## config.mk

```make
export PLATFORM = sky130hd
export DESIGN_NAME = tpr_div
export DESIGN_NICKNAME = d
export VERILOG_FILES = /design/src/rtl/core/tpr_pkg.sv /design/src/rtl/core/tpr_div.sv
export SDC_FILE = /design/constraint.sdc
export NUM_CORES = 1
export LEC_CHECK = 0
export BUFFER_PORTS_ARGS = -buffer_cell sky130_fd_sc_hd__buf_2
export CAP_MARGIN = 20
export CELL_PAD_IN_SITES_DETAIL_PLACEMENT = 1
export CELL_PAD_IN_SITES_GLOBAL_PLACEMENT = 1
export CORE_AREA = 2 2 167 169
export CTS_BUF_LIST = sky130_fd_sc_hd__clkbuf_2
export CTS_CLUSTER_SIZE = 12
export DETAILED_ROUTE_END_ITERATION = 8
export DIE_AREA = 0 0 169 171
export GPL_TIMING_DRIVEN = 0
export PLACE_DENSITY = 0.93
export SYNTH_ARGS = -nofsm -noshare
export SYNTH_HDL_FRONTEND = slang
export SYNTH_SLANG_ARGS = --single-unit
```

## constraint.sdc

```tcl
create_clock -name clk_i -period 11.5 [get_ports clk_i]
set_clock_uncertainty 0.2 [all_clocks]
set_input_delay 1.725 -clock clk_i [delete_from_list [all_inputs] [get_ports clk_i]]
set_output_delay 1.725 -clock clk_i [all_outputs]
set_load 0.02 [all_outputs]
```

## src/rtl/core/tpr_pkg.sv

```systemverilog
// Shared constants, types and the sine table builder for the torus point renderer.
package tpr_pkg;

  localparam int ANGLE_BITS = 12;
  localparam int FRAC_BITS  = 12;
  localparam int QUARTER    = 1 << (ANGLE_BITS - 2);

  // Trig values lie in [-1, 1] with FRAC_BITS fraction bits.
  localparam int LUT_W  = FRAC_BITS + 1;
  localparam int TRIG_W = FRAC_BITS + 2;

  localparam int RAD_W   = 15;
  localparam int VD_W    = 16;
  localparam int XY_W    = FRAC_BITS + 6;
  localparam int X2_W    = FRAC_BITS + 7;
  localparam int NRM_W   = FRAC_BITS + 3;
  localparam int NSQ_W   = 2 * (FRAC_BITS + 2);
  localparam int NUM_W   = FRAC_BITS + 14;
  localparam int DMAG_W  = X2_W - 1;
  localparam int Q_BITS  = 9;
  localparam int SCR_W   = 9;
  localparam int CELL_W  = 8;
  localparam int SHADE_W = 4;
  localparam int CFG_W   = 16;

  typedef enum logic [2:0] {
    REG_ANGLE_A,
    REG_ANGLE_B,
    REG_MAJOR_RADIUS,
    REG_MINOR_RADIUS,
    REG_VIEW_DISTANCE,
    REG_SCREEN_COLS,
    REG_SCREEN_ROWS
  } cfg_reg_e;

  typedef logic [LUT_W-1:0] lut_t [QUARTER+1];

  // Quarter-wave sine, 11th-order Taylor series in Q30, rounded to FRAC_BITS.
  function automatic lut_t build_sine_lut();
    lut_t tbl;
    longint unsigned x, x2, t, s, v;
    for (int r = 0; r <= QUARTER; r++) begin
      x  = (longint'(r) * 64'd1686629713) >> (ANGLE_BITS - 2);
      x2 = (x * x) >> 30;
      t  = 64'd1 << 30;
      t  = (64'd1 << 30) - ((x2 * t) >> 30) / 110;
      t  = (64'd1 << 30) - ((x2 * t) >> 30) / 72;
      t  = (64'd1 << 30) - ((x2 * t) >> 30) / 42;
      t  = (64'd1 << 30) - ((x2 * t) >> 30) / 20;
      t  = (64'd1 << 30) - ((x2 * t) >> 30) / 6;
      s  = (x * t) >> 30;
      v  = (s + (64'd1 << (29 - FRAC_BITS))) >> (30 - FRAC_BITS);
      tbl[r] = LUT_W'(v);
    end
    return tbl;
  endfunction

endpackage

```

## src/rtl/core/tpr_div.sv

```systemverilog
// Pipelined restoring divider: magnitude and range check, then three quotient bits per stage.
module tpr_div (
  input  logic                                clk_i,
  input  logic signed [tpr_pkg::NUM_W-1:0]    num_i,
  input  logic [tpr_pkg::DMAG_W-1:0]          den_i,
  output logic [tpr_pkg::Q_BITS-1:0]          quot_o,
  output logic                                big_o,
  output logic                                neg_o
);

  localparam int QB    = tpr_pkg::Q_BITS;
  localparam int REM_W = tpr_pkg::NUM_W - 1;
  localparam int DW    = tpr_pkg::DMAG_W;
  localparam int SH_W  = DW + QB;
  localparam int STEPS = 3;
  localparam int NST   = QB / STEPS;

  logic [REM_W-1:0] rem_q  [NST+1];
  logic [DW-1:0]    den_q  [NST+1];
  logic [QB-1:0]    quot_q [NST+1];
  logic             big_q  [NST+1];
  logic             neg_q  [NST+1];

  logic [tpr_pkg::NUM_W-1:0] mag;

  assign mag = num_i[tpr_pkg::NUM_W-1] ? tpr_pkg::NUM_W'(-num_i) : tpr_pkg::NUM_W'(num_i);

  always_ff @(posedge clk_i) begin
    rem_q[0]  <= mag[REM_W-1:0];
    den_q[0]  <= den_i;
    quot_q[0] <= '0;
    // A quotient of 2^QB or more can never land on the screen.
    big_q[0]  <= (SH_W'(mag[REM_W-1:0]) >= {den_i, {QB{1'b0}}});
    neg_q[0]  <= num_i[tpr_pkg::NUM_W-1];
  end

  for (genvar s = 0; s < NST; s++) begin : g_stage
    logic [REM_W-1:0] rem_d;
    logic [QB-1:0]    quot_d;

    always_comb begin
      logic [SH_W-1:0] sh;
      rem_d  = rem_q[s];
      quot_d = quot_q[s];
      for (int j = 0; j < STEPS; j++) begin
        sh = SH_W'(den_q[s]) << (QB - 1 - STEPS * s - j);
        if (SH_W'(rem_d) >= sh) begin
          rem_d = rem_d - REM_W'(sh);
          quot_d[QB-1-STEPS*s-j] = 1'b1;
        end
      end
    end

    always_ff @(posedge clk_i) begin
      rem_q[s+1]  <= rem_d;
      den_q[s+1]  <= den_q[s];
      quot_q[s+1] <= quot_d;
      big_q[s+1]  <= big_q[s];
      neg_q[s+1]  <= neg_q[s];
    end
  end

  assign quot_o = quot_q[NST];
  assign big_o  = big_q[NST];
  assign neg_o  = neg_q[NST];

endmodule

```

# Yosys cells after proc, flatten, opt, wreduce, memory -nomap -nowiden
# Memories as Yosys holds them, arrays and structs flattened.
# Index checks and enable logic that the tools add are counted.
# op_classes
n_mux	19
order_cmp	10
addsub	10
# ops
operator	n
two-way mux 25 bit	10
subtractor 25 bit	2
>= comparator 25 x 27 -> 1 bit	1
>= comparator 25 x 26 -> 1 bit	1
>= comparator 25 x 18 -> 1 bit	1
>= comparator 25 x 19 -> 1 bit	1
>= comparator 25 x 20 -> 1 bit	1
>= comparator 25 x 21 -> 1 bit	1
>= comparator 25 x 22 -> 1 bit	1
>= comparator 25 x 23 -> 1 bit	1
>= comparator 25 x 24 -> 1 bit	1
>= comparator 25 bit	1
negator 25 bit	1
subtractor 25 x 18 -> 25 bit	1
subtractor 25 x 19 -> 25 bit	1
subtractor 25 x 20 -> 25 bit	1
subtractor 25 x 21 -> 25 bit	1
subtractor 25 x 22 -> 25 bit	1
subtractor 25 x 23 -> 25 bit	1
subtractor 25 x 24 -> 25 bit	1
two-way mux 1 bit	9
# word_totals
reg_bits	0
input_bits	45
output_inout_bits	11
word_cells	44
ramBits	216
mem_count	5
# mem_list
memory	depth	word_bits	read_ports	rd_clocked_by_memory_dff	wr	line	source
rem_q	4	25	3	0	4	tpr_div.sv:18	logic [REM_W-1:0] rem_q [NST+1];
den_q	4	18	3	0	4	tpr_div.sv:19	logic [DW-1:0] den_q [NST+1];
quot_q	4	9	4	0	4	tpr_div.sv:20	logic [QB-1:0] quot_q [NST+1];
big_q	4	1	4	0	4	tpr_div.sv:21	logic big_q [NST+1];
neg_q	4	1	4	0	4	tpr_div.sv:22	logic neg_q [NST+1];

# Depth between registers and ports, before layout
# Gate-level depths: netlist of run 1.
# An unclocked memory read counts as a cell.
# logic_depth
depth_word	7
ltp_mapped	41
mapped_depth_nobuf	37

# Worst setup path before layout of run 1
# Ideal clock, no wire load.
# synth_path
path_kind	reg-to-reg
from	mem den_q[0][1] in the netlist's numbering
to	mem rem_q[1][17] in the netlist's numbering
path_slack_ns	3.290
setup_time_ns	0.121
t_arrival_ns	7.889
required_ns	11.179
path_stages_with_launch	38
path_buffers	5
synth_period_minus_slack_ns	8.210
path_cell_list	dfxtp_1 -> inv_1 -> fa_1 -> a21o_1 -> a21oi_1 -> o21ai_0 -> a21oi_1 -> o211ai_1 -> a41oi_1 -> clkbuf_1 -> clkbuf_1 -> a21oi_1 -> fa_1 -> nand2b_1 -> a21oi_1 -> o21ai_0 -> a211oi_1 -> nor3_1 -> [2 not listed] -> clkbuf_1 -> clkbuf_1 -> nand2_1 -> o21ai_0 -> inv_1 -> ha_1 -> nor2b_1 -> o21a_1 -> o21ai_0 -> a31o_2 -> a31oi_1 -> o31a_1 -> o21a_1 -> o21ai_0 -> nand2_1 -> nor2_4 -> buf_6 -> mux2_2
# synth_rtl
element	line
from (decl)	tpr_div.sv:19
to (decl)	tpr_div.sv:18

==> qor.tcl, run 1 <==
set qor(final_nets) 1911
set qor(setup.reg_to_reg.worst_slack_ns) 0.80
set qor(synth-simple-area-share) 0.1614
set qor(layout.cell_area.non_filler_um2) 14260
set qor(clock-sinks) 155
set qor(post_drt_via_cell_ratio) 5.988
set qor(cts_setup_buffers) 0
set qor(cts.path.max_buffers) 2
set qor(type_of_the_most_critical_hold_path) {flip-flop to flip-flop}
set qor(drt_drc_violations_left) 0
set qor(number_of_flops_mapped_to_enable_cells_by_yosys) 0
set qor(syn_area_per_cell_um2) 8.285
set qor(yosys.area.top_type_share) 0.2332
set qor(yosys_register_bits) 155
set qor(ys_dominant_reg_cell) {sky130_fd_sc_hd__dfxtp_1}
set qor(timing.critical_path.from_type) {flip-flop}
set qor(place_congestion) 0.9264
set qor(grt_max_degree) 17
set qor(timing.final.max_slew_violations) 0
set qor(grtUsageTotal) 0.2806
set qor(synthTopCellsByCount) {178 x sky130_fd_sc_hd__ha_1, 155 x sky130_fd_sc_hd__dfxtp_1, 130 x sky130_fd_sc_hd__a21oi_1, 129 x sky130_fd_sc_hd__nand2_1, 125 x sky130_fd_sc_hd__inv_1}
set qor(die_h_um) 171
set qor(setup_repair_after_global_routing_missed_its_margin) {false}
set qor(path_class) {flip-flop to flip-flop}
set qor(numCtsBuffers) 17
set qor(grt_pass1_vias) 13151
set qor(drt_pre_antenna_iters) 5
set qor(synth-xor-area-share) 0.09017
set qor(multiplexer_area_fraction_after_synthesis) 0.05914
set qor(placedInstanceArea_um2) 14010
set qor(initial_core_util) 0.4870
set qor(worstMarginPinSlew_ns) 1.118
set qor(crit_arrival_ns) 11.17
set qor(largest_fanout_of_any_net_on_the_critical_path) 10
set qor(wirelength_um) 39740
set qor(r2r_start) {den_q[1][0]$_DFF_P_}
set qor(worst_ep_required_time_ns) 11.97
set qor(insertion_delay_ns) 0.82
set qor(maxClockFrequency_mhz) 93.44
set qor(slew_headroom) 0.2475
set qor(timing.max_cap.violations) 0
set qor(setup_viol_count_final) 0
set qor(cts-htree-levels) 4
set qor(synth.distinct_cells) 80
set qor(portBuffers) 55
set qor(total_vias_in_the_final_route) 12204
set qor(cts_tree) {yes}
set qor(area_growth_pct) 7.156
set qor(place_inst) 2007
set qor(global_route.overflow_total) 0
set qor(post_synth_inst_count) 1606
set qor(yosysWarningCount) 0
set qor(worst_setup_hold_path_clk_slew_ns) 0.29
set qor(rr_worst_depth) 36
set qor(cts-root-buf) {sky130_fd_sc_hd__clkbuf_2}
set qor(synth_top_family_by_area) {compound AO/OA/AOI/OAI gates}
set qor(number_of_failing_hold_endpoints_at_the_final_stage) 0
set qor(worst_path_largest_cell_delay_ns) 0.68
set qor(final-instance-count-excl-fill) 2038
set qor(core_um2) 27320
set qor(synth-adder-area-share) 0.1794
set qor(period_needed_ns) 10.70
set qor(first_iter_violations) 597
set qor(synthesis.nets) 1837
set qor(io_pins) 56
set qor(synth_area_um2) 13310
set qor(global_route_wire_length_before_repair_um) 64810
set qor(yosys.area.top_type) {sky130_fd_sc_hd__dfxtp_1}
set qor(postSynth.asyncResetShare) 0
set qor(cells_taking_the_most_area_after_synthesis) {sky130_fd_sc_hd__dfxtp_1 23%, sky130_fd_sc_hd__ha_1 17%, sky130_fd_sc_hd__xnor2_1 6.2%}
set qor(die-area_um2) 28900
set qor(synth_compound_gate_area_share) 0.2310
set qor(run_status) {finished clean}
set qor(placementRows) 61
set qor(detail_route.wl_per_cell_um) 19.50
set qor(antenna_found_initial) 1
set qor(critPathSlowestCell) {sky130_fd_sc_hd__nor2_1}
set qor(drive_gt1_frac) 0.1029
set qor(min_path_cells) 0
set qor(fin_crit_sh) 0.9306
set qor(yosysMostFrequentCell) {sky130_fd_sc_hd__ha_1}
set qor(hold_path_startpoint) {den_q[1][3]$_DFF_P_}
set qor(synth_sequential_area_ratio) 0.2332
set qor(fin_worst_hold_slack_ns) 0.1222
set qor(end_kind) {flip-flop}
set qor(rr_endpoint) {rem_q[2][13]$_DFF_P_}
set qor(die_x_um) 169
set qor(min_to) {den_q[2][3]$_DFF_P_}
set qor(dp_hpwl_um) 33290
set qor(route.antenna.remaining_nets) 0
set qor(final.fill_count) 3370
set qor(finalSetupTns_ns) 0
==> timing repair <==
| action | in CTS | in global routing |
|---|---|---|
| hold buffers | 0 | 0 |
| endpoints found under the setup margin | 0 | 10 |
| resized for setup | 0 | 2 |
==> worst max-delay path: cells and delay by family (launching register included) <==
kind                       cells  cell delay [ns]
buffers and inverters          5             1.14
adders and majority gates      4             1.32
AOI/OAI and AO/OA             16             4.59
and+or+nand+nor               10             2.56
muxes                          1             0.30
DFF                            1             0.48
==> metrics by stage <==
step,util,worst slack (ns)
finish,0.5218,0.7978
global route,0.5218,0.003317
CTS,0.5217,0.6517
detailed placement,0.5129,0.7152
global placement,0.5129,1.073
floorplan,-,3.290
==> final cells by class <==
cell class / instances / area [um^2] / area share
diodes: 1 / 2.502 / 0.0001755
repair buffers: 55 / 275.3 / 0.01930
flip-flops and latches: 155 / 3103 / 0.2176
plain buffers: 25 / 132.6 / 0.009301
multi-input cells: 1299 / 9595 / 0.6730
well taps: 346 / 432.9 / 0.03036
clock buffers: 17 / 85.08 / 0.005967
clock inverters: 13 / 155.1 / 0.01088
inverters: 127 / 476.7 / 0.03343
==> registers in the layout, indices dropped and copies added, names as in the netlist <==
| register | cells |
|---|---|
| neg_q | 4 |
| rem_q | 75 |
| quot_q | 18 |
| den_q | 54 |
| big_q | 4 |
==> worst max-delay path by stage <==
stage | from | endpoint | slack (ns) | cells after the start
final | den_q[1][0]$_DFF_P_ | rem_q[2][13]$_DFF_P_ | 0.80 | 36
after global routing | den_q[0][1]$_DFF_P_ | rem_q[1][19]$_DFF_P_ | 0.003 | 37
after CTS | den_q[0][1]$_DFF_P_ | rem_q[1][19]$_DFF_P_ | 0.65 | 37
after detailed placement | den_q[0][1]$_DFF_P_ | rem_q[1][19]$_DFF_P_ | 0.72 | 37
after global placement | den_q[0][1]$_DFF_P_ | rem_q[1][23]$_DFF_P_ | 1.07 | 37
after floorplan | den_q[0][1]$_DFF_P_ | rem_q[1][17]$_DFF_P_ | 3.29 | 37
==> routing by layer <==
layer	wire [um]	global-route usage	part of all wire	vias to the layer above
li1	-	-	-	5962
met1	16440	0.2992	0.41	5944
met2	20510	0.5483	0.52	203
met3	792	0.02845	0.020	95
met4	1994	0.1386	0.050	0
met5	0	0	0	-
==> kinds of logic after synthesis <==
logic type               count (synthesis)
flip-flops                             155
multiplexers                            68
XOR/XNOR                               137
buffers and inverters                  152
AND/OR/NAND/NOR                        428
adder cells (fa/ha/maj)                186
AO/OA/AOI/OAI                          480
==> placed cells by master, fill, tap and decap left out, types with 32 or more instances in the layout <==
cell,synthesis,layout
sky130_fd_sc_hd__nand2_1,129,129
sky130_fd_sc_hd__o21a_1,37,37
sky130_fd_sc_hd__inv_1,125,125
sky130_fd_sc_hd__dfxtp_1,155,155
sky130_fd_sc_hd__ha_1,178,178
sky130_fd_sc_hd__mux2_2,47,47
sky130_fd_sc_hd__nor2_1,95,95
sky130_fd_sc_hd__a21oi_1,130,130
sky130_fd_sc_hd__xor2_1,43,43
sky130_fd_sc_hd__xnor2_1,94,94
sky130_fd_sc_hd__a21o_1,55,55
sky130_fd_sc_hd__o21ai_0,122,122
sky130_fd_sc_hd__nand3_1,32,32
sky130_fd_sc_hd__buf_2,5,60
Power of run 1 is left out: the tool's default activity adds up to more than one toggle a clock period on the data nets, which glitch-free logic cannot reach.
==> run 2, diff against run 1 <==
CORE_AREA = 10 10 175 177   (was 2 2 167 169)
DIE_AREA = 0 0 185 187   (was 0 0 169 171)
==> run 2 against run 1 <==
Clock-buffer cell count is the same; critical endpoint is now rem_q[1][18]$_DFF_P_; flip-flop and latch count unchanged; sequential share of layout area hardly changed; global-route usage fell by 4.9 points; worst hold slack better by 0.030 ns; non-clock buffer count unchanged; setup slack worse by 0.070 ns.
==> qor.tcl, run 2 (synthesis results as in run 1) <==
set qor(type_of_the_most_critical_hold_path) {flip-flop to flip-flop}
set qor(worst_path_largest_cell_delay_ns) 0.51
set qor(initial_core_util) 0.4870
set qor(grt_pass1_vias) 13501
set qor(setup_viol_count_final) 0
set qor(timing.critical_path.from_type) {flip-flop}
set qor(cts.repair.resized) 0
set qor(path_class) {flip-flop to flip-flop}
set qor(wl_met1_um) 16820
set qor(dp_hpwl_um) 33740
set qor(met2_wl_um) 20510
set qor(route.antenna.remaining_nets) 0
set qor(cts-root-buf) {sky130_fd_sc_hd__clkbuf_2}
set qor(largest_register_ffs) 75
set qor(antenna_found_initial) 1
set qor(wirelength_um) 40320
set qor(clock-sinks) 155
set qor(detail_route.wl_per_cell_um) 19.77
set qor(die_h_um) 187
set qor(drt_drc_violations_left) 0
set qor(period_needed_ns) 10.77
set qor(rr_worst_depth) 38
set qor(most_frequent_cp_cell) {sky130_fd_sc_hd__o21ai_0}
set qor(regs_by_ff_count) {rem_q: 75 flops, den_q: 54 flops, quot_q: 18 flops}
set qor(met3_wirelength_um) 940
set qor(crit_arrival_ns) 11.28
set qor(final_nets) 1911
set qor(die_x_um) 185
set qor(number_of_failing_hold_endpoints_at_the_final_stage) 0
set qor(io_pins) 56
set qor(cts_tree) {yes}
set qor(layout.cells.most_common_list) {178 x sky130_fd_sc_hd__ha_1, 155 x sky130_fd_sc_hd__dfxtp_1, 130 x sky130_fd_sc_hd__a21oi_1}
set qor(min_path_cells) 0
set qor(fin_crit_sh) 0.9367
set qor(regArea_um2) 3103
set qor(drt_pre_antenna_iters) 5
set qor(post_drt_via_cell_ratio) 5.964
set qor(rr_endpoint) {rem_q[1][18]$_DFF_P_}
set qor(grtUsageTotal) 0.2317
set qor(cts.path.max_buffers) 2
set qor(placementRows) 61
set qor(global_route.overflow_total) 0
set qor(numCtsBuffers) 17
set qor(timing.max_cap.violations) 0
set qor(drive_gt1_frac) 0.1034
set qor(maxClockFrequency_mhz) 92.83
set qor(multi_input_comb_area_um2) 9595
set qor(largest_fanout_of_any_net_on_the_critical_path) 10
set qor(worstMarginPinSlew_ns) 1.221
set qor(insertion_delay_ns) 0.81
set qor(final.fill_count) 3393
set qor(finalSetupTns_ns) 0
set qor(top_layer) {met4}
set qor(setup.worst_path.start) {den_q[0][0]$_DFF_P_}
set qor(hold_path_startpoint) {big_q[0]$_DFF_P_}
set qor(setup_repair_after_global_routing_missed_its_margin) {false}
set qor(setup.reg_to_reg.worst_slack_ns) 0.73
set qor(total_vias_in_the_final_route) 12167
set qor(run_status) {finished clean}
set qor(core_um2) 27320
set qor(place_congestion) 0.9689
set qor(r2r_start) {den_q[0][0]$_DFF_P_}
set qor(portBuffers) 55
set qor(min_to) {big_q[1]$_DFF_P_}
set qor(area_growth_pct) 7.315
set qor(cts-htree-levels) 4
set qor(critPathSlowestCell) {sky130_fd_sc_hd__dfxtp_1}
set qor(slew_headroom) 0.1785
set qor(global_route_wire_length_before_repair_um) 65940
set qor(worst_setup_hold_path_clk_slew_ns) 0.27
set qor(cts_setup_buffers) 0
set qor(grt_max_degree) 18
set qor(regMostFlops) {rem_q}
set qor(end_kind) {flip-flop}
set qor(worst_ep_required_time_ns) 12.01
set qor(first_iter_violations) 638
set qor(layout.cells.most_common) {sky130_fd_sc_hd__ha_1}
set qor(cts_hold_buffers) 0
set qor(timing.final.max_slew_violations) 0
set qor(die-area_um2) 34600
run 2: worst max-delay path by stage:
stage	to	slack, ns	depth (start not counted)
6_report	rem_q[1][18]$_DFF_P_	0.73	38
3_5_place_dp	rem_q[1][17]$_DFF_P_	0.80	37
3_3_place_gp	rem_q[1][23]$_DFF_P_	1.17	37
5_1_grt	rem_q[1][17]$_DFF_P_	0.14	38
2_1_floorplan	rem_q[1][17]$_DFF_P_	3.29	37
4_1_cts	rem_q[1][23]$_DFF_P_	0.65	37
run 2: stage by stage:
| step | setup WS (ns) | std cells | util | instance area [um^2] | hold slack (ns) |
|---|---|---|---|---|---|
| finish | 0.7276 | 2040 | 0.5226 | 14280 | 0.1522 |
| global route | 0.1435 | 2040 | 0.5226 | 14280 | 0.1576 |
| CTS | 0.6485 | 2039 | 0.5225 | 14280 | 0.1538 |
| global placement | 1.166 | 2007 | 0.5129 | 14010 | 0.1100 |
| detailed placement | 0.7973 | 2007 | 0.5129 | 14010 | 0.1132 |
| floorplan | 3.290 | 1606 | - | 13310 | 0.1096 |
run 2: layout make-up:
class	instances	share of cell area
clock buffer	17	0.005958
sequential	155	0.2173
buffer	25	0.009288
tap	346	0.03032
timing repair buffer	55	0.01928
clock inverter	15	0.01235
antenna	1	0.0001752
inverter	127	0.03338
multi-input combinational	1299	0.6720
run 2: layer usage:
metal	vias to the layer above	global-route usage
met1	5877	0.2507
met4	0	0.1295
li1	5963	-
met5	-	0
met3	92	0.02603
met2	235	0.4247
run 2: critical path, delay by kind of cell, from the launching register on:
family | cells | cell delay, ns
AO/OA/AOI/OAI | 19 | 4.74
adder cells (fa/ha/maj) | 4 | 1.41
buffers and inverters | 7 | 2.13
flip-flops | 1 | 0.51
multiplexers | 1 | 0.35
AND/OR/NAND/NOR | 7 | 1.29
Power of run 2 is left out for the same reason.
